<file path="src/huffman_trie_decoder_macros.svh">
// ----------------------------------------------------------------------------
// huffman trie decoder assertion macros
// shared concurrent assertion forms for the decoder modules
// ----------------------------------------------------------------------------
`ifndef HUFFMAN_TRIE_DECODER_MACROS_SVH
`define HUFFMAN_TRIE_DECODER_MACROS_SVH

// same-cycle implication
`define HTD_ASSERT_IMPLIES(name, clk, rst, ante, cons) \
  name: assert property (@(posedge clk) disable iff (rst) (ante) |-> (cons)) \
    else $error("hft assertion failed");

// next-cycle implication
`define HTD_ASSERT_NEXT(name, clk, rst, ante, cons) \
  name: assert property (@(posedge clk) disable iff (rst) (ante) |=> (cons)) \
    else $error("hft assertion failed");

`endif

</file>
<file path="src/hft_pkg.sv">
// ----------------------------------------------------------------------------
// hft_pkg
// sizes, codes and shared types of the huffman trie decoder
// ----------------------------------------------------------------------------
`default_nettype none

package hft_pkg;

  localparam int NODE_COUNT    = 512;
  localparam int MAX_CODE_BITS = 32;
  localparam int TOP_BIT       = 7;

  localparam int NODE_W    = $clog2(NODE_COUNT);
  localparam int USED_W    = $clog2(NODE_COUNT + 1);
  localparam int SYM_W     = 8;
  localparam int BYTE_W    = 8;
  localparam int CODE_W    = 32;
  localparam int LEN_W     = 6;
  localparam int STATUS_W  = 2;
  localparam int BYTE_BITS = TOP_BIT + 1;
  localparam int SHIFT_W   = MAX_CODE_BITS;
  localparam int CNT_W     = $clog2(MAX_CODE_BITS + 1);
  localparam int LENX_W    = (CNT_W > LEN_W) ? CNT_W : LEN_W;
  localparam int ENTRY_W   = 2 * NODE_W + SYM_W;

  localparam logic OP_LOAD   = 1'b0;
  localparam logic OP_DECODE = 1'b1;

  typedef enum logic [STATUS_W-1:0] {
    ST_SYMBOL = 2'd0,
    ST_ERROR  = 2'd1,
    ST_LOADED = 2'd2,
    ST_FULL   = 2'd3
  } hft_status_t;

  typedef struct packed {
    logic [NODE_W-1:0] zero_child;
    logic [NODE_W-1:0] one_child;
    logic [SYM_W-1:0]  sym;
  } hft_node_t;

  typedef struct packed {
    logic              emit;
    logic              flush;
    logic [SYM_W-1:0]  sym;
    hft_status_t       status;
  } hft_emit_t;

endpackage

`default_nettype wire

</file>
<file path="src/hft_out_stage.sv">
// ----------------------------------------------------------------------------
// hft_out_stage
// holds one pending result until its last flag is known, then the output reg
// ----------------------------------------------------------------------------
`default_nettype none
`include "huffman_trie_decoder_macros.svh"

module hft_out_stage (
  input  logic                          clk,
  input  logic                          rst,
  input  hft_pkg::hft_emit_t            emit,
  output logic                          emit_ready,
  output logic                          out_valid,
  input  logic                          out_stall,
  output logic [hft_pkg::SYM_W-1:0]     out_symbol,
  output logic [hft_pkg::STATUS_W-1:0]  status,
  output logic                          last
);

  import hft_pkg::*;

  logic             pend_valid;
  logic [SYM_W-1:0] pend_sym;
  hft_status_t      pend_status;
  logic             can_push;
  logic             push;
  logic             push_last;

  always_comb begin
    can_push   = !out_valid || !out_stall;
    emit_ready = !pend_valid || can_push;
    push       = pend_valid && emit_ready && (emit.emit || emit.flush);
    push_last  = !emit.emit;
  end

  always_ff @(posedge clk) begin
    if (rst) begin
      pend_valid <= 1'b0;
      out_valid  <= 1'b0;
    end else begin
      if (emit.emit && emit_ready) begin
        pend_valid <= 1'b1;
      end else if (emit.flush && emit_ready) begin
        pend_valid <= 1'b0;
      end
      if (push) begin
        out_valid <= 1'b1;
      end else if (!out_stall) begin
        out_valid <= 1'b0;
      end
    end
  end

  always_ff @(posedge clk) begin
    if (emit.emit && emit_ready) begin
      pend_sym    <= emit.sym;
      pend_status <= emit.status;
    end
    if (push) begin
      out_symbol <= pend_sym;
      status     <= pend_status;
      last       <= push_last;
    end
  end

  `HTD_ASSERT_NEXT(a_push_not_last, clk, rst, emit.emit && emit_ready && pend_valid, out_valid && !last)
  `HTD_ASSERT_NEXT(a_flush_last, clk, rst, emit.flush && emit_ready && pend_valid, out_valid && last)
  `HTD_ASSERT_IMPLIES(a_nonsym_last, clk, rst, out_valid && status != ST_SYMBOL, last)
  `HTD_ASSERT_IMPLIES(a_nonsym_zero, clk, rst, out_valid && status != ST_SYMBOL, out_symbol == '0)

endmodule

`default_nettype wire

</file>
<file path="config.mk">
export PLATFORM = sky130hd
export DESIGN_NAME = hft_out_stage
export DESIGN_NICKNAME = d
export VERILOG_FILES = /design/src/hft_pkg.sv /design/src/hft_out_stage.sv
export VERILOG_INCLUDE_DIRS = /design/src /design/src/src
export SDC_FILE = /design/constraint.sdc
export NUM_CORES = 1
export LEC_CHECK = 0
export ABC_CLOCK_PERIOD_IN_PS = 2600
export BUFFER_PORTS_ARGS = -buffer_cell sky130_fd_sc_hd__clkbuf_2
export CAP_MARGIN = 20
export CELL_PAD_IN_SITES_DETAIL_PLACEMENT = 0
export CELL_PAD_IN_SITES_GLOBAL_PLACEMENT = 1
export CORE_MARGIN = 3
export CORE_UTILIZATION = 36
export CTS_CLUSTER_SIZE = 16
export DETAILED_ROUTE_END_ITERATION = 12
export PLACE_DENSITY_LB_ADDON = 0.1
export REMOVE_ABC_BUFFERS = 1
export SYNTH_ARGS = -nofsm -noshare
export SYNTH_HDL_FRONTEND = slang
export SYNTH_SLANG_ARGS = --single-unit
</file>
<file path="constraint.sdc">
create_clock -name clk -period 2.6 [get_ports clk]
set_clock_uncertainty 0.05 [all_clocks]
set_input_delay 0 -clock clk [delete_from_list [all_inputs] [get_ports clk]]
set_output_delay 0 -clock clk [all_outputs]
set_load 0.1 [all_outputs]
</file>
==> out/metrics.yaml <==
status: "finished clean"
grt_pass1_wl_um: 1794
crit_arrival_ns: 1.58
ratio_of_cells_with_drive_above_1_in_the_final_layout: 0.4231
finalCriticalPeriod_ns: 1.378
max_cap_violations: 0
timing.final.crit_share: 0.5301
grt_pass1_vias: 445
setup.worst_path.end_class: "flip-flop"
placement.io_buffers: 27
drt_first_iter_violations: 6
yosys_register_bits: 23
clock_latency_on_the_worst_skew_pair_ns: 0.30
initial_drt_pass_iterations: 2
min_path_type: "in -> reg"
post-route-drc-count: 0
cts_made_buffers: 3
fillerInstances: 158
clkSinkCount: 23
place_congestion: 0.6846
most_used_cells_in_the_layout_excluding_fill_and_tap_cells: "clkbuf_2 (27), edfxtp_1 (21), dlygate4sd3_1 (14), clkbuf_4 (3)"
synth_seq_area_share: 0.9273
hold_violations: 0
boundaryPins: 28
grt_start_max_net_pins: 13
floorplan.initialDensity: 0.4014
fin_ws_ns: 1.222
setup-tns-final_ns: 0
clk_pin_slew_ns: 0.12
ctsLongestPathBuffers: 2
critical-path-top-delay-family: "buffers and inverters"
critical_path.max_stage_delay_ns: 0.57
leakage_dissipation_uw: 0.0004245
area.growth.synth_to_final_pct: 47.06
crit_type: "reg -> reg"
die_y_um: 50.82
totalWireLength_um: 1117
vias: 433
slew_at_the_pin_with_the_worst_max_slew_slack_ns: 0.5525
startpoint_type: "flip-flop"
core_um2: 1802
cts-root-buf: "clkbuf_4"
die_footprint_um2: 2583
finalCoreUtilization: 0.5903
antenna_left: 0
timing.hold.ws_ns: 0.03358
antenna_cells: 0
max-vdd-ir-drop_v: 0.0003479
antenna_found_initial: 0
avgSynthCellArea_um2: 22.60
timing.critical_path.cells: "nand2_1 -> a311oi_2 -> dlygate4sd3_1"
place.detailed.instances: 85
max_clock_freq_ghz: 0.7256
die_width_um: 50.82
cts-htree-levels: 1
global_route.overflow_total: 0
post-cts-setup-buffer-count: 0
avgViaCountPerCell: 4.204
minimum_setup_slack_after_placement_ns: 1.370
slew_viol_final: 0
design.final.nets: 94
rsz0062_at_grt: "false"
cell_area_power_density_nw_per_um2: 655.0
drt-wirelength-per-cell_um: 10.84
timing.critical_path.fanout_max: 4
synth_warnings: 0
critical_path_buf_inv_count: 1
final-setup-viol-count: 0
tritoncts: "built"
critical_path.slowest_cell: "dlygate4sd3_1"
cp_data_required_time_ns: 2.80
synth_cell_types: 10
max_slew_margin: 0.6332
synth.cell_area_um2: 723.2
core.rowCount: 15
synth_cells: 32
mostFrequentLayoutCell: "clkbuf_2"
post_layout_nonfiller_instances: 103
grt.total_usage: 0.09861
stage by stage:
stage	total power (uW)	area [um2]
6_report	696.6	1064
4_1_cts	706.7	1064
3_3_place_gp	534.8	897.1
2_1_floorplan	510.9	723.2
3_5_place_dp	535.5	897.1
5_1_grt	730.8	1064
repair_timing:
action                    CTS  global route
hold buffers               14             0
hold endpoints to repair   13             0
resized for setup           0             0
cell usage after synthesis (all sizes together):
library cell / instances / area (um2)
dfxtp: 2 / 40.04
inv: 1 / 3.750
and2: 1 / 6.260
a21oi: 2 / 10.01
nand2: 1 / 3.750
nand3: 1 / 5.000
nor2: 1 / 3.750
a311oi: 1 / 15.01
edfxtp: 21 / 630.6
o21ai: 1 / 5.000
cell families (layout without fill, tap and decap cells):
kind of cell,Yosys count,after routing,synth area share
flip-flops,23,23,0.9273
AO/OA/AOI/OAI,4,4,0.04151
AND/OR/NAND/NOR,4,4,0.02594
buffers and inverters,1,47,0.005185
worst paths after layout:
path,startpoint,endpoint,slack [ns],cells after the start
worst max register to register,out_valid,pend_valid,1.22,3
worst min register to register,pend_sym[7],out_symbol[7],0.37,0
worst max-delay path,out_valid,pend_valid,1.22,3
worst min-delay path,emit[10],out_valid,0.03,3
area by class of cell:
cell class | instances | area, um2 | area share
repair buffers | 42 | 282.8 | 0.2659
inverters | 1 | 3.754 | 0.003529
flip-flops and latches | 23 | 670.6 | 0.6306
multi-input cells | 8 | 48.80 | 0.04588
clock buffers | 4 | 26.28 | 0.02471
well taps | 25 | 31.28 | 0.02941
state kept, by name, indices dropped and copies added, names as in the netlist:
| register | count |
|---|---|
| out_valid | 1 |
| pend_status | 2 |
| pend_valid | 1 |
| status | 2 |
| pend_sym | 8 |
| last | 1 |
| out_symbol | 8 |
worst register-to-register path, cell delays in order, from the launching register on:
cell and delay, ns:
dfxtp_1 0.38, nand2_1 0.10, a311oi_2 0.25, dlygate4sd3_1 0.57
power by group:
part / switching, uW / total, uW / internal (uW)
Sequential: 5.07 / 430 / 425
Clock: 94.3 / 154 / 59.7
Combinational: 81.8 / 112 / 30.4
Total: 181 / 697 / 515
per-layer routing:
metal  vias up  part of all wire  track usage
met5         -                 0            0
met2        19              0.56       0.1804
met3         2             0.074      0.02915
met4         0             0.011      0.06726
li1        214                 -            -
met1       198              0.36      0.09339
Power figures use the tool's default switching activity.
